## src/design/rtu_pkg.sv

```systemverilog
// rtu_pkg: shared types and constants of the routing table unit
// used by every module of the unit; no dependencies
package rtu_pkg;

    localparam int NUM_NODES_DEF  = 8;
    localparam int NUM_TOPICS_DEF = 16;

    // fixed field widths of the message format
    localparam int MaskW  = 8;
    localparam int TopicW = 4;
    localparam int NodeW  = 3;
    localparam int CmdW   = 2;
    localparam int QueueDepth = 2;

    localparam logic [CmdW-1:0] CMD_PUBLISH   = 2'd0;
    localparam logic [CmdW-1:0] CMD_SUBSCRIBE = 2'd1;

    localparam logic [0:0] REG_NEIGHBOR_MASK = 1'b0;
    localparam logic [0:0] REG_SUB_KIND_MASK = 1'b1;

    typedef enum logic [1:0] {
        KIND_NOTIFY    = 2'd0,
        KIND_PUBLISH   = 2'd1,
        KIND_SUBSCRIBE = 2'd2,
        KIND_ERROR     = 2'd3
    } kind_t;

    // one classified item waiting for fan-out
    typedef struct packed {
        logic              err;
        kind_t             kind_a;
        logic [MaskW-1:0]  a_mask;
        logic [MaskW-1:0]  b_mask;
        logic [TopicW-1:0] topic;
        logic [NodeW-1:0]  src;
    } job_t;

endpackage

```

## src/design/pubsub_broker_routing_table_unit.sv

```systemverilog
// pubsub_broker_routing_table_unit: top level of the routing table unit
// an accepted item passes through the job queue and the back end's job register before its
// first result is registered onto the outputs; the back end holds each job from its load until
// its last result, one result per cycle while out_ready allows; items with no result never enter the queue
// a 2-entry job queue lets the front keep accepting while results drain
// reset: config registers and both topic tables clear at once, no clearing pass
module pubsub_broker_routing_table_unit #(
    parameter int NUM_NODES  = rtu_pkg::NUM_NODES_DEF,
    parameter int NUM_TOPICS = rtu_pkg::NUM_TOPICS_DEF
) (
    input  logic                       clk,
    input  logic                       rst_n,
    input  logic                       cfg_we,
    input  logic [0:0]                 cfg_index,
    input  logic [rtu_pkg::MaskW-1:0]  cfg_data,
    input  logic                       in_valid,
    output logic                       in_ready,
    input  logic [rtu_pkg::CmdW-1:0]   cmd,
    input  logic [rtu_pkg::TopicW-1:0] topic,
    input  logic [rtu_pkg::NodeW-1:0]  source_node,
    output logic                       out_valid,
    input  logic                       out_ready,
    output logic [rtu_pkg::NodeW-1:0]  dest_node,
    output logic [1:0]                 out_kind,
    output logic [rtu_pkg::TopicW-1:0] out_topic,
    output logic                       last_of_run
);

    logic          push;
    logic          q_full;
    logic          pop;
    logic          q_valid;
    rtu_pkg::job_t push_job;
    rtu_pkg::job_t q_job;

    rtu_front #(
        .NUM_NODES  (NUM_NODES),
        .NUM_TOPICS (NUM_TOPICS)
    ) u_front (
        .clk         (clk),
        .rst_n       (rst_n),
        .cfg_we      (cfg_we),
        .cfg_index   (cfg_index),
        .cfg_data    (cfg_data),
        .in_valid    (in_valid),
        .in_ready    (in_ready),
        .cmd         (cmd),
        .topic       (topic),
        .source_node (source_node),
        .q_full      (q_full),
        .push        (push),
        .job         (push_job)
    );

    rtu_queue u_queue (
        .clk     (clk),
        .rst_n   (rst_n),
        .push    (push),
        .din     (push_job),
        .full    (q_full),
        .pop     (pop),
        .q_valid (q_valid),
        .dout    (q_job)
    );

    rtu_back u_back (
        .clk         (clk),
        .rst_n       (rst_n),
        .q_valid     (q_valid),
        .q_job       (q_job),
        .pop         (pop),
        .out_valid   (out_valid),
        .out_ready   (out_ready),
        .dest_node   (dest_node),
        .out_kind    (out_kind),
        .out_topic   (out_topic),
        .last_of_run (last_of_run)
    );

endmodule

```

## src/design/rtu_front.sv

```systemverilog
// rtu_front: accepts items, holds the config registers and both topic tables,
// classifies each item into a fan-out job; depends on rtu_pkg
module rtu_front #(
    parameter int NUM_NODES  = rtu_pkg::NUM_NODES_DEF,
    parameter int NUM_TOPICS = rtu_pkg::NUM_TOPICS_DEF
) (
    input  logic                       clk,
    input  logic                       rst_n,
    input  logic                       cfg_we,
    input  logic [0:0]                 cfg_index,
    input  logic [rtu_pkg::MaskW-1:0]  cfg_data,
    input  logic                       in_valid,
    output logic                       in_ready,
    input  logic [rtu_pkg::CmdW-1:0]   cmd,
    input  logic [rtu_pkg::TopicW-1:0] topic,
    input  logic [rtu_pkg::NodeW-1:0]  source_node,
    input  logic                       q_full,
    output logic                       push,
    output rtu_pkg::job_t              job
);

    localparam int NodeLim = (NUM_NODES < rtu_pkg::MaskW) ? NUM_NODES : rtu_pkg::MaskW;
    // only topics the field can carry ever reach a row
    localparam int TopicSpan = 1 << rtu_pkg::TopicW;
    localparam int Rows = (NUM_TOPICS < TopicSpan) ? NUM_TOPICS : TopicSpan;
    localparam int RowW = $clog2(Rows);
    localparam logic [rtu_pkg::MaskW-1:0] NodeValid =
        rtu_pkg::MaskW'((1 << NodeLim) - 1);

    logic [rtu_pkg::MaskW-1:0] nbr_mask_reg;
    logic [rtu_pkg::MaskW-1:0] kind_mask_reg;
    logic [NodeLim-1:0]        sub_tab_reg [Rows];
    logic [NodeLim-1:0]        route_tab_reg [Rows];

    logic [RowW-1:0]           row;
    logic [rtu_pkg::MaskW-1:0] src_bit;
    logic [rtu_pkg::MaskW-1:0] nbr;
    logic [rtu_pkg::MaskW-1:0] sub_row;
    logic [rtu_pkg::MaskW-1:0] route_row;
    logic                      accept;
    logic                      sub_ok;

    // topic to row, folded at elaboration
    always_comb
    begin
        row = '0;
        for (int k = 0; k < TopicSpan; k++)
        begin
            if (topic == rtu_pkg::TopicW'(k))
            begin
                row = RowW'(k % Rows);
            end
        end
    end

    assign src_bit   = rtu_pkg::MaskW'(1) << source_node;
    assign nbr       = nbr_mask_reg & NodeValid;
    assign sub_row   = rtu_pkg::MaskW'(sub_tab_reg[row]);
    assign route_row = rtu_pkg::MaskW'(route_tab_reg[row]);
    assign in_ready  = !q_full;
    assign accept    = in_valid && in_ready;
    assign sub_ok    = (cmd == rtu_pkg::CMD_SUBSCRIBE) && ((nbr & src_bit) != '0);

    always_comb
    begin
        job.err    = 1'b0;
        job.kind_a = rtu_pkg::KIND_NOTIFY;
        job.a_mask = '0;
        job.b_mask = '0;
        job.topic  = topic;
        job.src    = source_node;
        case (cmd)
            rtu_pkg::CMD_PUBLISH:
            begin
                job.a_mask = sub_row;
                job.b_mask = route_row & ~src_bit;
            end
            rtu_pkg::CMD_SUBSCRIBE:
            begin
                if (sub_ok)
                begin
                    job.kind_a = rtu_pkg::KIND_SUBSCRIBE;
                    job.a_mask = nbr & ~src_bit;
                end
                else
                begin
                    job.err = 1'b1;
                end
            end
            default:
            begin
                job.err = 1'b1;
            end
        endcase
    end

    // items with nothing to send never enter the queue
    assign push = accept && (job.err || (job.a_mask != '0) || (job.b_mask != '0));

    always_ff @(posedge clk or negedge rst_n)
    begin
        if (!rst_n)
        begin
            nbr_mask_reg  <= '0;
            kind_mask_reg <= '0;
            for (int r = 0; r < Rows; r++)
            begin
                sub_tab_reg[r]   <= '0;
                route_tab_reg[r] <= '0;
            end
        end
        else
        begin
            if (cfg_we)
            begin
                case (cfg_index)
                    rtu_pkg::REG_NEIGHBOR_MASK: nbr_mask_reg  <= cfg_data;
                    rtu_pkg::REG_SUB_KIND_MASK: kind_mask_reg <= cfg_data;
                    default: ;
                endcase
            end
            if (accept && sub_ok)
            begin
                if ((kind_mask_reg & src_bit) != '0)
                begin
                    sub_tab_reg[row] <= sub_tab_reg[row] | src_bit[NodeLim-1:0];
                end
                else
                begin
                    route_tab_reg[row] <= route_tab_reg[row] | src_bit[NodeLim-1:0];
                end
            end
        end
    end

`ifndef SYNTHESIS
    a_err_no_masks: assert property (@(posedge clk) disable iff (!rst_n)
        push && job.err |-> (job.a_mask == '0) && (job.b_mask == '0))
        else $error("error job carries fan-out masks");
    a_push_full: assert property (@(posedge clk) disable iff (!rst_n)
        push |-> !q_full && in_valid)
        else $error("push into full queue");
    a_masks_in_range: assert property (@(posedge clk) disable iff (!rst_n)
        push |-> ((job.a_mask | job.b_mask) & ~NodeValid) == '0)
        else $error("destination beyond node range");
`endif

endmodule

```

## src/design/rtu_queue.sv

```systemverilog
// rtu_queue: short job queue between front and back
// depends on rtu_pkg for job_t and the queue depth
module rtu_queue (
    input  logic          clk,
    input  logic          rst_n,
    input  logic          push,
    input  rtu_pkg::job_t din,
    output logic          full,
    input  logic          pop,
    output logic          q_valid,
    output rtu_pkg::job_t dout
);

    localparam int PtrW = (rtu_pkg::QueueDepth > 1) ? $clog2(rtu_pkg::QueueDepth) : 1;
    localparam int CntW = $clog2(rtu_pkg::QueueDepth + 1);

    rtu_pkg::job_t  mem_reg [rtu_pkg::QueueDepth];
    logic [PtrW-1:0] wr_ptr_reg;
    logic [PtrW-1:0] rd_ptr_reg;
    logic [CntW-1:0] count_reg;

    assign full    = count_reg == CntW'(rtu_pkg::QueueDepth);
    assign q_valid = count_reg != '0;
    assign dout    = mem_reg[rd_ptr_reg];

    always_ff @(posedge clk)
    begin
        if (push)
        begin
            mem_reg[wr_ptr_reg] <= din;
        end
    end

    always_ff @(posedge clk or negedge rst_n)
    begin
        if (!rst_n)
        begin
            wr_ptr_reg <= '0;
            rd_ptr_reg <= '0;
            count_reg  <= '0;
        end
        else
        begin
            if (push)
            begin
                wr_ptr_reg <= (wr_ptr_reg == PtrW'(rtu_pkg::QueueDepth - 1)) ?
                              '0 : wr_ptr_reg + PtrW'(1);
            end
            if (pop)
            begin
                rd_ptr_reg <= (rd_ptr_reg == PtrW'(rtu_pkg::QueueDepth - 1)) ?
                              '0 : rd_ptr_reg + PtrW'(1);
            end
            if (push && !pop)
            begin
                count_reg <= count_reg + CntW'(1);
            end
            else if (pop && !push)
            begin
                count_reg <= count_reg - CntW'(1);
            end
        end
    end

`ifndef SYNTHESIS
    a_no_overflow: assert property (@(posedge clk) disable iff (!rst_n)
        push |-> !full || pop)
        else $error("queue overflow");
    a_no_underflow: assert property (@(posedge clk) disable iff (!rst_n)
        pop |-> q_valid)
        else $error("queue underflow");
    a_count_bound: assert property (@(posedge clk) disable iff (!rst_n)
        count_reg <= CntW'(rtu_pkg::QueueDepth))
        else $error("queue count out of range");
`endif

endmodule

```

## src/design/rtu_back.sv

```systemverilog
// rtu_back: takes jobs from the queue and emits one result per cycle while out_ready
// allows, lowest node id first within each mask (a_mask before b_mask); depends on rtu_pkg
module rtu_back (
    input  logic                       clk,
    input  logic                       rst_n,
    input  logic                       q_valid,
    input  rtu_pkg::job_t              q_job,
    output logic                       pop,
    output logic                       out_valid,
    input  logic                       out_ready,
    output logic [rtu_pkg::NodeW-1:0]  dest_node,
    output logic [1:0]                 out_kind,
    output logic [rtu_pkg::TopicW-1:0] out_topic,
    output logic                       last_of_run
);

    rtu_pkg::job_t             cur_reg;
    logic                      busy_reg;
    logic                      out_valid_reg;
    logic [rtu_pkg::NodeW-1:0] dest_reg;
    rtu_pkg::kind_t            kind_reg;
    logic [rtu_pkg::TopicW-1:0] topic_reg;
    logic                      last_reg;

    logic                      adv;
    logic                      emit;
    logic                      use_a;
    logic [rtu_pkg::MaskW-1:0] sel;
    logic [rtu_pkg::MaskW-1:0] low_bit;
    logic [rtu_pkg::NodeW-1:0] low_idx;
    logic [rtu_pkg::MaskW-1:0] a_next;
    logic [rtu_pkg::MaskW-1:0] b_next;
    logic                      last_next;
    rtu_pkg::kind_t            kind_next;
    logic [rtu_pkg::NodeW-1:0] dest_next;

    assign adv   = !out_valid_reg || out_ready;
    assign emit  = busy_reg && adv;
    assign pop   = !busy_reg && q_valid;
    assign use_a = cur_reg.a_mask != '0;
    assign sel   = use_a ? cur_reg.a_mask : cur_reg.b_mask;
    // isolate lowest set bit
    assign low_bit = sel & (~sel + rtu_pkg::MaskW'(1));

    always_comb
    begin
        low_idx = '0;
        for (int i = 0; i < rtu_pkg::MaskW; i++)
        begin
            if (low_bit[i])
            begin
                low_idx = rtu_pkg::NodeW'(i);
            end
        end
    end

    always_comb
    begin
        a_next = cur_reg.a_mask;
        b_next = cur_reg.b_mask;
        if (use_a)
        begin
            a_next = cur_reg.a_mask & ~low_bit;
        end
        else
        begin
            b_next = cur_reg.b_mask & ~low_bit;
        end
        if (cur_reg.err)
        begin
            last_next = 1'b1;
            kind_next = rtu_pkg::KIND_ERROR;
            dest_next = cur_reg.src;
        end
        else
        begin
            last_next = (a_next == '0) && (b_next == '0);
            kind_next = use_a ? cur_reg.kind_a : rtu_pkg::KIND_PUBLISH;
            dest_next = low_idx;
        end
    end

    always_ff @(posedge clk)
    begin
        if (pop)
        begin
            cur_reg <= q_job;
        end
        else if (emit)
        begin
            cur_reg.a_mask <= a_next;
            cur_reg.b_mask <= b_next;
        end
        if (emit)
        begin
            dest_reg  <= dest_next;
            kind_reg  <= kind_next;
            topic_reg <= cur_reg.topic;
            last_reg  <= last_next;
        end
    end

    always_ff @(posedge clk or negedge rst_n)
    begin
        if (!rst_n)
        begin
            busy_reg      <= 1'b0;
            out_valid_reg <= 1'b0;
        end
        else
        begin
            if (pop)
            begin
                busy_reg <= 1'b1;
            end
            else if (emit && last_next)
            begin
                busy_reg <= 1'b0;
            end
            if (adv)
            begin
                out_valid_reg <= emit;
            end
        end
    end

    assign out_valid   = out_valid_reg;
    assign dest_node   = dest_reg;
    assign out_kind    = kind_reg;
    assign out_topic   = topic_reg;
    assign last_of_run = last_reg;

`ifndef SYNTHESIS
    a_err_is_last: assert property (@(posedge clk) disable iff (!rst_n)
        out_valid && (out_kind == rtu_pkg::KIND_ERROR) |-> last_of_run)
        else $error("error result not marked last");
    a_busy_has_work: assert property (@(posedge clk) disable iff (!rst_n)
        busy_reg |-> cur_reg.err || (cur_reg.a_mask != '0) || (cur_reg.b_mask != '0))
        else $error("busy with nothing left to send");
    a_last_frees: assert property (@(posedge clk) disable iff (!rst_n)
        emit && last_next |=> !busy_reg)
        else $error("job not released after its last result");
`endif

endmodule

```

## config.mk

```make
export PLATFORM = sky130hd
export DESIGN_NAME = pubsub_broker_routing_table_unit
export DESIGN_NICKNAME = d
export VERILOG_FILES = /design/src/design/rtu_pkg.sv /design/src/design/pubsub_broker_routing_table_unit.sv /design/src/design/rtu_front.sv /design/src/design/rtu_queue.sv /design/src/design/rtu_back.sv
export SDC_FILE = /design/constraint.sdc
export NUM_CORES = 1
export LEC_CHECK = 0
export BUFFER_PORTS_ARGS = -buffer_cell sky130_fd_sc_hd__buf_2
export CAP_MARGIN = 5
export CORE_UTILIZATION = 35
export CTS_BUF_LIST = sky130_fd_sc_hd__clkbuf_2 sky130_fd_sc_hd__clkbuf_4 sky130_fd_sc_hd__clkbuf_8
export DETAILED_ROUTE_END_ITERATION = 10
export PLACE_DENSITY = 0.6
export SYNTH_ARGS = -nofsm -noshare
export SYNTH_HDL_FRONTEND = slang
export SYNTH_HIERARCHICAL = 1
export SYNTH_SLANG_ARGS = --single-unit
```

## constraint.sdc

```tcl
create_clock -name clk -period 5.9 [get_ports clk]
set_clock_uncertainty 0.05 [all_clocks]
set_input_delay 0.295 -clock clk [delete_from_list [all_inputs] [get_ports clk]]
set_output_delay 0.295 -clock clk [all_outputs]
set_load 0.01 [all_outputs]
```

# [Yosys cells after proc, flatten, opt, wreduce, memory -nomap -nowiden]
# Memories as Yosys holds them, arrays and structs flattened.
# Index checks and enable logic that the tools add are counted.
[word_totals] regBits=314 latch_bits=0 ramBits=52 rom_bits=0 in_bits=23 out_inout_bits=12 wordCells=182 mem_count=1
[mem_list] name="u_queue.mem_reg" depth=2 width=26 read_ports=1 rd_clocked_by_memory_dff=0 wr=1 line_no="rtu_queue.sv:17" source="rtu_pkg::job_t mem_reg [rtu_pkg::QueueDepth];"
[classes] add_sub_neg=5 multipliers=0 n_div=0 n_lt_le_gt_ge=2 eq_ne=17 shift=1 n_mux=54 n_bitwise=16 reduce_logical=36
[ops] op="$bwmux 128" n=2
[ops] op="$mux 8" n=9
[ops] op="$bmux 8 s4" n=2
[ops] op="$and 8x8->8" n=7
[ops] op="$mux 4" n=14
[ops] op="$reduce_bool 8->1" n=5
[ops] op="$demux 8 s4" n=1
[ops] op="$eq 4x4->1 const B" n=8
[ops] op="$mux 16" n=2
[ops] op="$not 8->8" n=3
[ops] op="$mux 3" n=7
[ops] op="$eq 4x3->1 const B" n=4
[ops] op="$logic_not 8->1" n=2
[ops] op="$or 8x8->8" n=2
[ops] op="$pmux 8 s2" n=1
[ops] op="$logic_and 1x1->1" n=11
[ops] op="$mux 1" n=10
[ops] op="$mux 10" n=1
[ops] op="$add 8x1->8 const B" n=1
[ops] op="$eq 4x2->1 const B" n=2
[ops] op="$mux 2" n=4
[ops] op="$reduce_and 2->1" n=4
[ops] op="$reduce_bool 2->1" n=4
[ops] op="$shl 1x3->8 const A" n=1
[ops] op="15 further kinds" n=24

# [Depth between registers and ports, before layout]
# Gate-level depths: netlist of the first run.
[logic_depth] word_depth=29 mapped_depth=14 mapped_depth_nobuf=11

# [By module]
# Netlist of the first run, hierarchy kept.
[modules_own_cells] mod="rtu_front" instances=1 cells_each=920 area_per_inst_um2=13282.7 seq_area_each_um2=6806.5
[modules_own_cells] mod="rtu_queue" instances=1 cells_each=97 area_per_inst_um2=2165.8 seq_area_each_um2=1661.6
[modules_own_cells] mod="rtu_back" instances=1 cells_each=166 area_per_inst_um2=1911.8 seq_area_each_um2=1131.1

# [Worst setup path before layout of the first run]
# OpenSTA, ideal clock, no wires.
[synth_timing] kind="input -> register" from="input port topic[1] (netlist name)" to="memory u_queue/mem_reg[0][0] (netlist name), enable pin" t_arrival_ns=3.543 slack_ns=1.895 stages=11 cell_sequence="buf_2 -> buf_2 -> buf_2 -> buf_2 -> mux2i_1 -> a221oi_1 -> o21ai_0 -> a21oi_1 -> nor4_1 -> a31oi_1 -> nor2b_1"
[synth_rtl] element="start: declaration" line_no="pubsub_broker_routing_table_unit.sv:19" source="input logic [rtu_pkg::TopicW-1:0] topic,"
[synth_rtl] element="end: declaration" line_no="rtu_queue.sv:17"

# [Worst setup path in the final report of the first run]
[layout_timing] from="input port source_node[1] (netlist name)" to="register u_front/route_tab_reg[119] (netlist name)"
[layout_between] elab_chain_cells=6 word_cells_on_any_way=11
[layout_rtl] element="start: declaration" line_no="pubsub_broker_routing_table_unit.sv:20" source="input logic [rtu_pkg::NodeW-1:0] source_node,"
[layout_rtl] element="$shl 1x3->8 *" line_no="rtu_front.sv:56" source="assign src_bit = rtu_pkg::MaskW'(1) << source_node;"
[layout_rtl] element="$and 8x8->8" line_no="rtu_front.sv:62" source="assign sub_ok = (cmd == rtu_pkg::CMD_SUBSCRIBE) && ((nbr & src_bit) != '0);"
[layout_rtl] element="$reduce_bool 8->1" line_no="rtu_front.sv:62"
[layout_rtl] element="$logic_and 1x1->1" line_no="rtu_front.sv:62"
[layout_rtl] element="$logic_and 1x1->1" line_no="rtu_front.sv:122" source="if (accept && sub_ok)"
[layout_rtl] element="$reduce_and 2->1 (no source line)"
[layout_rtl] element="end signal: indexed assignment" line_no="rtu_front.sv:130" source="route_tab_reg[row] <= route_tab_reg[row] | src_bit[NodeLim-1:0];"
[layout_rtl] element="end: declaration" line_no="rtu_front.sv:33" source="logic [NodeLim-1:0] route_tab_reg [Rows];"
# Every way passes the cells marked *; elsewhere a longest branch is shown, timed or not.
# A chain may end at the register's enable or synchronous reset.

==> out/metrics.csv, run 1 <==
stage,metric,value,unit
pwr,VDD IR-drop max,0.159,mV
die,Initial Util,0.355,
pwr,power density over cell area,344,mW/mm^2
critical_path,"Critical Path, Cell by Cell",dlygate4sd3_1 > buf_2 > mux2_2 > a221oi_1 > a2bb2oi_2 > or4b_1 > nor3_4 > mux2_2,
critical_path,CP max stage delay,710,ps
pwr,Lkg Pwr,8.63,nW
synth,asr flop ratio synth,0.760,
synth,Synth Flop Type,dfrtp_1,
die,io pins,35,
critical_path,CP max stage cell,or4b_1,
sta,Max Clk Rate,287,MHz
critical_path,"most used cell, CP",mux2_2,
placed_design,PortBufs,34,
placed_design,GP Congestion,0.859,
routing,DRC viols,0,
routing,Total Wirelength,40700,um
routing,Detailed Routing Iterations Pass 1,5,
sta,Worst-Margin Slew,1240,ps
die,row cnt,81,
routing,via count,10200,
critical_path,crit start category,input pin,
sta,min cycle time layout,3480,ps
synth,Cells after Synth,1183,
critical_path,Critical Path AT,3950,ps
placed_design,Area after DPL,0.0181,mm^2
clock_tree,worst skew pair latency,650,ps
synth,Synth Register Bits,366,
synth,"top cells by area, synth","dfrtp_1, mux2_2, edfxtp_1, mux4_2, mux2_4",
global_routing,initial antenna violation count,1,
critical_path,FF-to-FF Start,u_front/nbr[2]$_DFFE_PN0P_,
min_path,hold_sp,cmd[1],
placed_design,Detail Placement HPWL,26400,um
clock_tree,postcts setup bufs,0,
synth,top cell type's share of synthesized area,0.401,
synth,Yosys cell types,71,
critical_path,Top delay family on crit path,simple AND/OR/NAND/NOR gates,
die,die area,0.0505,mm^2
global_routing,first-pass GRT wire length,64200,um
critical_path,WS Path Type,input pin to register,
pwr,Tot Pwr,6.71,mW
synth,syn nets,1207,
sta,Final period util,0.590,
sta,unrepaired setup endpoints after global routing,no,
sta,Slew headroom,0.172,
synth,number of flops mapped to enable cells by yosys,88,
clock_tree,CTS root buffer,clkbuf_8,
layout,nets@finish,1260,
clock_tree,CTS tree,yes,
routing,Initial DRC Count,687,
synth,Syn Area/Cell,14.7,um^2
layout,ANT cells,0,
critical_path,Worst R2R End,u_front/sub_tab_reg[102]$_DFFE_PN0P_,
clock_tree,CTS Hold Buffers Added,13,
die,core region area,0.0490,mm^2
min_path,Min-Delay Path Depth,2,
global_routing,GR Overflow Total,0,
global_routing,vias in the first global route,10700,
critical_path,crit end category,register,
layout,design area,0.0195,mm^2
flow_run,max-cap violation count,0,
synth,YS warnings,6,
critical_path,Max Fanout on Critical Path,14,
clock_tree,H-tree levels,2,
clock_tree,clk buf depth,3,
routing,via/cell ratio,5.25,
sta,Total Neg Setup Slack,0,ps
critical_path,Critical Path RT,6370,ps
clock_tree,Clock transition at path regs,60,ps
die,height of the die,225,um
layout,Synth-to-Final Area Change,12.5,%
run_status,status,finished clean,
critical_path,CP Buf/Inv Count,2,
routing,Post-DRT Antenna Nets,0,
global_routing,pin count of the biggest net entering global routing,151,
sta,WHS,104,ps
sta,final hold viol count,0,
clock_tree,cts repair resizes,0,
critical_path,R2R depth,6,
synth,Netlist Area Pre-Place,0.0174,mm^2
layout,Util after Layout,0.399,
global_routing,GRT Total Usage,0.165,
die,Die Width,225,um
clock_tree,Clock Sinks,366,
routing,drt wl/cell,20.9,um
min_path,Hold/Removal Path Class,input pin to register,
sta,# setup viols final,0,
clock_tree,Num CTS Buffers,61,
sta,Final Max Slew Viols,0,
critical_path,R2R Setup Slk,2580,ps
synth,post-synth top area cell,dfrtp_1,
layout,fillers,4481,
layout,share of layout cells above drive strength 1,0.445,
min_path,WHS Endpoint,u_queue/mem_reg[1][25]$_DFFE_PP_,
synth,register area share after synthesis,0.553,
==> through the flow <==
stage / setup slack, ps / instances
floorplan: 1900 / 1183
global placement: 1890 / 1823
detailed placement: 1870 / 1823
CTS: 2430 / 1945
global route: 2240 / 1946
finish: 2420 / 1946
==> layout by cell type (no fill, tap or decap), types with 5 or more instances in the layout <==
| cell | netlist | layout |
|---|---|---|
| nor3_1 | 6 | 6 |
| and2_1 | 7 | 7 |
| mux2i_1 | 35 | 35 |
| or4_1 | 5 | 5 |
| a21oi_1 | 10 | 10 |
| dlygate4sd3_1 | 0 | 13 |
| mux2_2 | 287 | 287 |
| nor2_4 | 12 | 12 |
| o211ai_1 | 8 | 8 |
| nor2b_1 | 12 | 11 |
| nor4_1 | 10 | 10 |
| nor3_2 | 5 | 5 |
| mux4_2 | 54 | 54 |
| o31ai_1 | 5 | 5 |
| buf_2 | 25 | 32 |
| or4b_1 | 5 | 5 |
| a31oi_1 | 5 | 5 |
| dfrtp_1 | 278 | 278 |
| edfxtp_1 | 88 | 88 |
| nand3_1 | 11 | 11 |
| o21ai_0 | 31 | 31 |
| nand2_1 | 67 | 67 |
| or2_2 | 5 | 5 |
| a22oi_1 | 14 | 14 |
| buf_4 | 11 | 20 |
| inv_1 | 12 | 12 |
| a221oi_1 | 8 | 8 |
| clkbuf_4 | 0 | 22 |
| nand2b_1 | 9 | 9 |
| nor2_1 | 30 | 30 |
| mux2_4 | 28 | 28 |
| clkbuf_8 | 0 | 77 |
==> worst max-delay path by stage <==
stage / to / cells past startpoint / start / slack, ps
6_report: u_front/route_tab_reg[119]$_DFFE_PN0P_ / 8 / source_node[1] / 2420
4_1_cts: u_front/route_tab_reg[113]$_DFFE_PN0P_ / 8 / source_node[1] / 2430
3_5_place_dp: u_queue/count_reg[1]$_DFFE_PN0P_ / 12 / topic[1] / 1870
5_1_grt: u_front/sub_tab_reg[24]$_DFFE_PN0P_ / 8 / source_node[0] / 2240
3_3_place_gp: u_queue/count_reg[1]$_DFFE_PN0P_ / 12 / topic[1] / 1890
2_1_floorplan: u_queue/mem_reg[0][0]$_DFFE_PP_ / 11 / topic[1] / 1900
==> power breakdown <==
part	switching [mW]	internal [mW]
Sequential	0.224	3.00
Combinational	0.673	0.509
Clock	1.00	1.30
==> area by class of cell <==
class | count | area (um^2) | area share
Clock inverter | 10 | 57.6 | 0.00295
Tap cell | 664 | 831 | 0.0425
Sequential cell | 366 | 9600 | 0.492
Clock buffer | 99 | 1220 | 0.0627
Inverter | 13 | 48.8 | 0.00250
Timing Repair Buffer | 67 | 475 | 0.0243
Multi-Input combinational cell | 727 | 7290 | 0.373
==> layer usage <==
layer | vias to the layer above | global-route usage | routed length, um
li1 | 4566 | - | -
met1 | 5292 | 0.227 | 18800
met2 | 271 | 0.259 | 19000
met3 | 81 | 0.0317 | 1780
met4 | 0 | 0.0555 | 1110
met5 | - | 0 | 0
==> Yosys cell counts, types with 3 or more instances <==
| library cell | number |
|---|---|
| or4_1 | 5 |
| nor3_1 | 6 |
| mux2_4 | 28 |
| dfrtp_1 | 278 |
| nand3_1 | 11 |
| or4b_1 | 5 |
| a21o_1 | 3 |
| clkbuf_1 | 30 |
| o31ai_1 | 5 |
| a22o_1 | 3 |
| nor3_2 | 5 |
| buf_6 | 4 |
| nor2_1 | 30 |
| o22ai_1 | 3 |
| a22oi_1 | 14 |
| mux4_2 | 54 |
| nand2b_1 | 9 |
| nor3_4 | 4 |
| inv_1 | 12 |
| buf_2 | 25 |
| or3b_2 | 3 |
| buf_1 | 5 |
| nor4_1 | 10 |
| buf_4 | 11 |
| nor2_4 | 12 |
| o211ai_1 | 8 |
| a221oi_1 | 8 |
| mux2_2 | 287 |
| and2_1 | 7 |
| mux2i_1 | 35 |
| a31oi_1 | 5 |
| edfxtp_1 | 88 |
| nand2_1 | 67 |
| or2_2 | 5 |
| nor2b_1 | 12 |
| o21ai_0 | 31 |
| xor2_1 | 4 |
| a21oi_1 | 10 |
==> logic make-up (layout without fill, tap and decap cells) <==
group / Yosys count / after routing / share of synthesized area
muxes: 404 / 404 / 0.301
DFF: 366 / 366 / 0.553
and+or+nand+nor: 204 / 204 / 0.0693
AOI/OAI and AO/OA: 112 / 112 / 0.0465
buffers and inverters: 90 / 189 / 0.0272
xor gates and xnor gates: 5 / 5 / 0.00252
adders and majority gates: 1 / 1 / 0.000721
other: 1 / 1 / 0.000216
No activity file was read; power rests on OpenSTA's default activity.
==> inputs of run 2 (changes only) <==
- clock period: 5.9 -> 3.5 ns (I/O delays scaled with it)
==> out/metrics.csv, run 2 (synthesis gave the netlist of run 1 again) <==
stage,metric,value,unit,change
run_status,status,finished clean,,unchanged
layout,nets@finish,1320,,was 1260
pwr,VDD IR-drop max,0.249,mV,was 0.159 mV
sta,# setup viols final,0,,unchanged
clock_tree,worst skew pair latency,660,ps,was 650 ps
min_path,Hold/Removal Path Class,input pin to register,,unchanged
routing,via/cell ratio,5.22,,was 5.25
critical_path,crit end category,register,,unchanged
layout,share of layout cells above drive strength 1,0.467,,was 0.445
clock_tree,clk buf depth,3,,unchanged
placed_design,Detail Placement HPWL,27900,um,was 26400 um
clock_tree,CTS Hold Buffers Added,18,,was 13
die,io pins,35,,unchanged
pwr,Logic pwr share,0.177,,was 0.176
sta,final hold viol count,0,,unchanged
global_routing,GR Overflow Total,0,,unchanged
flow_run,max-cap violation count,0,,unchanged
layout,"commonest non-fill, non-tap cell in the layout",mux2_2,,unchanged
die,Initial Util,0.355,,unchanged
sta,Final Max Slew Viols,0,,unchanged
critical_path,Critical Path AT,3620,ps,was 3950 ps
sta,Worst-Margin Slew,755,ps,was 1240 ps
die,core region area,0.0490,mm^2,unchanged
clock_tree,Num CTS Buffers,61,,unchanged
sta,Slew headroom,0.497,,was 0.172
sta,Final period util,0.892,,
clock_tree,CTS root buffer,clkbuf_8,,unchanged
pwr,switching part of the total power,0.278,,was 0.283
sta,WHS,75.0,ps,was 104 ps
layout,Multi-input gate area,0.00729,mm^2,unchanged
pwr,Reg power frac,0.469,,was 0.480
pwr,power density over cell area,574,mW/mm^2,was 344 mW/mm^2
clock_tree,Clock Sinks,366,,unchanged
global_routing,met1 Track Usage GR,0.228,,was 0.227
layout,fillers,4500,,was 4481
placed_design,PortBufs,34,,unchanged
routing,Detailed Routing Iterations Pass 1,6,,was 5
global_routing,GRT Total Usage,0.169,,was 0.165
routing,via count,10500,,was 10200
layout,design area,0.0202,mm^2,was 0.0195 mm^2
sta,Max Clk Rate,320,MHz,
clock_tree,Clock transition at path regs,60,ps,about the same
sta,Total Neg Setup Slack,0,ps,unchanged
routing,DRC viols,0,,unchanged
clock_tree,CTS tree,yes,,unchanged
placed_design,GP Congestion,0.865,,was 0.859
global_routing,first-pass GRT wire length,65300,um,was 64200 um
pwr,P_sw,3.22,mW,was 1.90 mW
layout,ANT cells,0,,unchanged
clock_tree,cts repair resizes,0,,unchanged
die,Die Width,225,um,unchanged
global_routing,met2 Resource Use GR,0.273,,was 0.259
global_routing,vias in the first global route,11100,,was 10700
die,height of the die,225,um,unchanged
placed_design,Area after DPL,0.0186,mm^2,was 0.0181 mm^2
routing,Total Wirelength,41600,um,was 40700 um
critical_path,Max Fanout on Critical Path,16,,was 14
global_routing,pin count of the biggest net entering global routing,100,,was 151
global_routing,Top Usage Layer GRT,met2,,unchanged
critical_path,WS Path Type,input pin to register,,unchanged
clock_tree,postcts setup bufs,0,,unchanged
critical_path,crit start category,input pin,,unchanged
die,row cnt,81,,unchanged
sta,unrepaired setup endpoints after global routing,no,,unchanged
clock_tree,H-tree levels,2,,unchanged
die,die area,0.0505,mm^2,unchanged
routing,Post-DRT Antenna Nets,0,,unchanged
global_routing,GRT met3 Usage,0.0338,,was 0.0317
pwr,Lkg Pwr,9.01,nW,was 8.63 nW
layout,Util after Layout,0.413,,was 0.399
layout,register area,0.00960,mm^2,unchanged
routing,drt wl/cell,20.7,um,was 20.9 um
layout,"commonest non-fill, non-tap cells in the layout","mux2_2, dfrtp_1, edfxtp_1",,unchanged
layout,Synth-to-Final Area Change,16.4,%,was 12.5%
routing,Initial DRC Count,678,,was 687
pwr,proportion of power drawn by the clock network,0.354,,was 0.344
critical_path,Critical Path RT,4000,ps,was 6370 ps
global_routing,initial antenna violation count,0,,was 1
pwr,P_int,8.36,mW,was 4.81 mW
sta,min cycle time layout,3120,ps,
==> run 2: cell count changes in the layout (fill, tap and decap cells not counted), sizes merged <==
cell	change
buf	+55
bufinv	+2
clkbuf	+3
clkinv	+2
clkinvlp	-1
dlygate4sd3	+5
inv	-1
==> run 2: through the flow <==
stage	total power, mW	setup WS (ps)	std cells
finish	11.6	377	2011
detailed placement	7.55	168	1878
floorplan	6.91	87.0	1183
global route	12.2	260	2011
global placement	7.51	102	1878
CTS	11.7	434	2010
==> run 2: power by group through the flow <==
stage                     clock network, mW  logic (mW)  registers [mW]
after CTS                              4.24        2.07            5.43
after global routing                   4.44        2.25            5.49
after global placement                    0        2.02            5.49
after floorplan                           0        1.56            5.35
final                                  4.10        2.05            5.43
after detailed placement                  0        2.05            5.50
==> run 2: area by class of cell <==
class,instances,area share
multi-input combinational,727,0.361
clock inverter,12,0.00588
tap,664,0.0411
sequential,366,0.475
clock buffer,102,0.0618
timing repair buffer,127,0.0527
inverter,13,0.00242
==> run 2: worst max-delay path, stage by stage <==
cell and delay [ps]:
dlygate4sd3_1 530, buf_2 220, buf_12 210, mux4_2 540, mux2i_1 340, a2bb2oi_1 300, o211ai_1 130, nor4_1 290
a31oi_1 190, ha_1 370, nor2_1 160, xor2_1 150
==> run 2: path summary, 6_finish.rpt <==
path	cells after the start	to	from	slack, ps
setup / recovery	12	u_queue/count_reg[1]$_DFFE_PN0P_	topic[0]	380
min in group asynchronous	2	u_front/route_tab_reg[36]$_DFFE_PN0P_	rst_n	110
max in group asynchronous	3	u_front/sub_tab_reg[66]$_DFFE_PN0P_	rst_n	2290
setup reg to reg	6	u_front/route_tab_reg[13]$_DFFE_PN0P_	u_front/kind_mask_reg[0]$_DFFE_PN0P_	460
hold reg to reg	0	u_back/out_topic[0]$_DFFE_PP_	u_back/cur_reg[3]$_DFFE_PP_	380
hold / removal	2	u_queue/mem_reg[0][6]$_DFFE_PP_	topic[3]	70
==> run 2: layer usage <==
| layer | up-vias | share of wire | wire length (um) |
|---|---|---|---|
| met3 | 64 | 0.044 | 1840 |
| met2 | 261 | 0.48 | 20000 |
| met1 | 5488 | 0.45 | 18900 |
| li1 | 4682 | - | - |
| met4 | 0 | 0.020 | 827 |
| met5 | - | 0 | 0 |
==> inputs of run 3 (changes only) <==
- ABC_AREA: not set -> 1
==> out/metrics.csv, run 3 <==
stage,metric,value,unit,change
run_status,status,finished clean,,unchanged
min_path,Min-Delay Path Depth,4,,was 2
clock_tree,Clock transition at path regs,50,ps,was 60 ps
critical_path,Critical Path AT,3300,ps,was 3620 ps
critical_path,WS Path Type,input pin to register,,unchanged
min_path,WHS Endpoint,u_front/nbr[3]$_DFFE_PN0P_,,was u_queue/mem_reg[0][6]$_DFFE_PP_
synth,Cells after Synth,2110,,was 1183
routing,Detailed Routing Iterations Pass 1,5,,was 6
global_routing,GR Overflow Total,0,,unchanged
die,io pins,35,,unchanged
synth,post-synth top area cell,dfrtp_1,,unchanged
die,row cnt,81,,unchanged
layout,"commonest non-fill, non-tap cell in the layout",nand2_1,,was mux2_2
clock_tree,H-tree levels,3,,was 2
synth,most common cell in the netlist,nand2_1,,was mux2_2
layout,nets@finish,2188,,was 1320
synth,Yosys cell types,45,,was 71
sta,unrepaired setup endpoints after global routing,no,,unchanged
sta,Slew headroom,0.179,,was 0.497
sta,Total Neg Setup Slack,0,ps,unchanged
die,Initial Util,0.357,,was 0.355
layout,ANT cells,0,,unchanged
global_routing,initial antenna violation count,0,,unchanged
sta,Final period util,0.871,,was 0.892
synth,register area share after synthesis,0.548,,was 0.553
layout,share of layout cells above drive strength 1,0.125,,was 0.467
sta,min cycle time layout,3050,ps,was 3120 ps
synth,"top cells by area, synth","dfrtp_1, nand2_1, edfxtp_1, nor2_1, o21ai_0",,"was dfrtp_1, mux2_2, edfxtp_1, mux4_2, mux2_4"
sta,Final Max Slew Viols,0,,unchanged
routing,Post-DRT Antenna Nets,0,,unchanged
synth,Synth Register Bits,366,,unchanged
clock_tree,Clock Sinks,366,,unchanged
routing,Total Wirelength,45800,um,was 41600 um
die,Die Width,226,um,was 225 um
synth,number of flops mapped to enable cells by yosys,88,,unchanged
die,die area,0.0510,mm^2,was 0.0505 mm^2
synth,Synth Flop Type,dfrtp_1,,unchanged
pwr,VDD IR-drop max,0.264,mV,was 0.249 mV
min_path,Hold/Removal Path Class,input pin to register,,unchanged
sta,final hold viol count,0,,unchanged
die,core region area,0.0492,mm^2,was 0.0490 mm^2
critical_path,crit start category,input pin,,unchanged
synth,top cell type's share of synthesized area,0.397,,was 0.401
routing,via count,13900,,was 10500
synth,Syn Area/Cell,8.31,um^2,was 14.7 um^2
routing,Initial DRC Count,1253,,was 678
global_routing,vias in the first global route,13700,,was 11100
critical_path,Worst R2R End,u_queue/mem_reg[0][5]$_DFFE_PP_,,was u_front/route_tab_reg[13]$_DFFE_PN0P_
min_path,hold_sp,cfg_we,,was topic[3]
clock_tree,CTS root buffer,clkbuf_8,,unchanged
routing,DRC viols,0,,unchanged
placed_design,Area after DPL,0.0183,mm^2,was 0.0186 mm^2
sta,# setup viols final,0,,unchanged
global_routing,first-pass GRT wire length,75300,um,was 65300 um
synth,Netlist Area Pre-Place,0.0175,mm^2,was 0.0174 mm^2
routing,via/cell ratio,4.85,,was 5.22
clock_tree,Num CTS Buffers,66,,was 61
clock_tree,worst skew pair latency,620,ps,was 660 ps
critical_path,R2R Setup Slk,660,ps,was 460 ps
synth,Post-synth top cells,"nand2_1, dfrtp_1, nor2_1",,"was mux2_2, dfrtp_1, edfxtp_1"
layout,Util after Layout,0.404,,was 0.413
clock_tree,clk buf depth,3,,unchanged
layout,design area,0.0199,mm^2,was 0.0202 mm^2
critical_path,crit path launch,topic[0],,unchanged
layout,fillers,4939,,was 4500
critical_path,Max Fanout on Critical Path,28,,was 16
critical_path,R2R depth,12,,was 6
synth,syn nets,2134,,was 1207
global_routing,pin count of the biggest net entering global routing,99,,was 100
sta,Worst-Margin Slew,1230,ps,was 755 ps
placed_design,Detail Placement HPWL,30600,um,was 27900 um
critical_path,Critical Path RT,3750,ps,was 4000 ps
synth,YS warnings,6,,unchanged
placed_design,PortBufs,34,,unchanged
critical_path,FF-to-FF Start,u_front/nbr[3]$_DFFE_PN0P_,,was u_front/kind_mask_reg[0]$_DFFE_PN0P_
die,height of the die,226,um,was 225 um
synth,asr flop ratio synth,0.760,,unchanged
pwr,Lkg Pwr,9.74,nW,was 9.01 nW
global_routing,GRT Total Usage,0.187,,was 0.169
sta,Max Clk Rate,328,MHz,was 320 MHz
layout,"commonest non-fill, non-tap cells in the layout","nand2_1, dfrtp_1, nor2_1",,"was mux2_2, dfrtp_1, edfxtp_1"
routing,drt wl/cell,16.0,um,was 20.7 um
pwr,power density over cell area,591,mW/mm^2,was 574 mW/mm^2
clock_tree,CTS tree,yes,,unchanged
critical_path,crit end category,register,,unchanged
pwr,Tot Pwr,11.7,mW,was 11.6 mW
layout,Synth-to-Final Area Change,13.4,%,was 16.4%
flow_run,max-cap violation count,0,,unchanged
placed_design,GP Congestion,0.919,,was 0.865
run 3: changes by cell type after synthesis, moves of 20 or more:
cell,before,now
clkbuf_1,30,50
inv_1,12,147
mux2_2,287,7
mux2i_1,35,0
mux4_2,54,0
nand2_1,67,760
nand3_1,11,31
nor2_1,30,275
o21ai_0,31,156
o21ai_1,0,132
run 3: power breakdown:
part	leakage [nW]	internal (mW)	total [mW]	switching (mW)
Combinational	4.38	0.813	2.21	1.40
Sequential	4.66	5.07	5.40	0.328
Clock	0.695	2.37	4.14	1.77
run 3: worst max-delay path: stages:
cell           delay (ps)
dlygate4sd3_1         530
buf_2                 180
inv_2                 110
buf_4                 340
nor2_1                 70
inv_1                 320
o22ai_1               110
o21ai_0               170
nand2_1                80
nor2_1                180
nand2_1               110
nand3_1                90
nor2_1                 70
a21oi_1               280
inv_1                 100
nor2_2                140
buf_12                200
run 3: worst max-delay path by stage:
stage	end	slack, ps	cells after the start
floorplan	u_queue/mem_reg[0][0]$_DFFE_PP_	150	17
global placement	u_queue/mem_reg[0][4]$_DFFE_PP_	440	16
detailed placement	u_queue/mem_reg[0][5]$_DFFE_PP_	420	16
CTS	u_queue/mem_reg[0][17]$_DFFE_PP_	510	17
global route	u_queue/mem_reg[0][17]$_DFFE_PP_	150	19
finish	u_queue/mem_reg[0][5]$_DFFE_PP_	450	17
run 3: metrics by stage:
stage / setup slack, ps / hold WS (ps) / std cells
floorplan: 152 / -171 / 2110
global placement: 439 / 240 / 2742
global route: 153 / 112 / 2872
finish: 452 / 102 / 2872
CTS: 506 / 49.6 / 2872
detailed placement: 417 / 241 / 2742
run 3: final cells by class:
| cell class | count | area (um^2) | share of cell area |
|---|---|---|---|
| Sequential cell | 366 | 9600 | 0.483 |
| Inverter | 152 | 571 | 0.0287 |
| Clock inverter | 19 | 183 | 0.00919 |
| Timing Repair Buffer | 97 | 811 | 0.0408 |
| Multi-Input combinational cell | 1481 | 6710 | 0.338 |
| Tap cell | 664 | 831 | 0.0418 |
| Clock buffer | 93 | 1170 | 0.0587 |
run 3: cells by family after synthesis:
logic type	Yosys count	synth area share
fa+ha+maj	1	0.000714
flops	366	0.548
xor+xnor	3	0.00150
other cells	1	0.000214
compound gates	332	0.102
buf+inv	263	0.0700
mux	26	0.0208
simple gates	1118	0.257
run 3: what timing repair did:
action	4_1_cts	5_1_grt
hold endpoints to repair	126	0
setup buffers	0	0
hold buffers	18	0
resized for setup	0	0
run 3: metal layers:
| layer | vias up | GRT usage | part of all wire | routed length [um] |
|---|---|---|---|---|
| li1 | 6801 | - | - | - |
| met1 | 6651 | 0.258 | 0.46 | 21100 |
| met2 | 383 | 0.295 | 0.46 | 21100 |
| met3 | 93 | 0.0321 | 0.052 | 2390 |
| met4 | 0 | 0.0674 | 0.027 | 1240 |
| met5 | - | 0 | 0 | 0 |
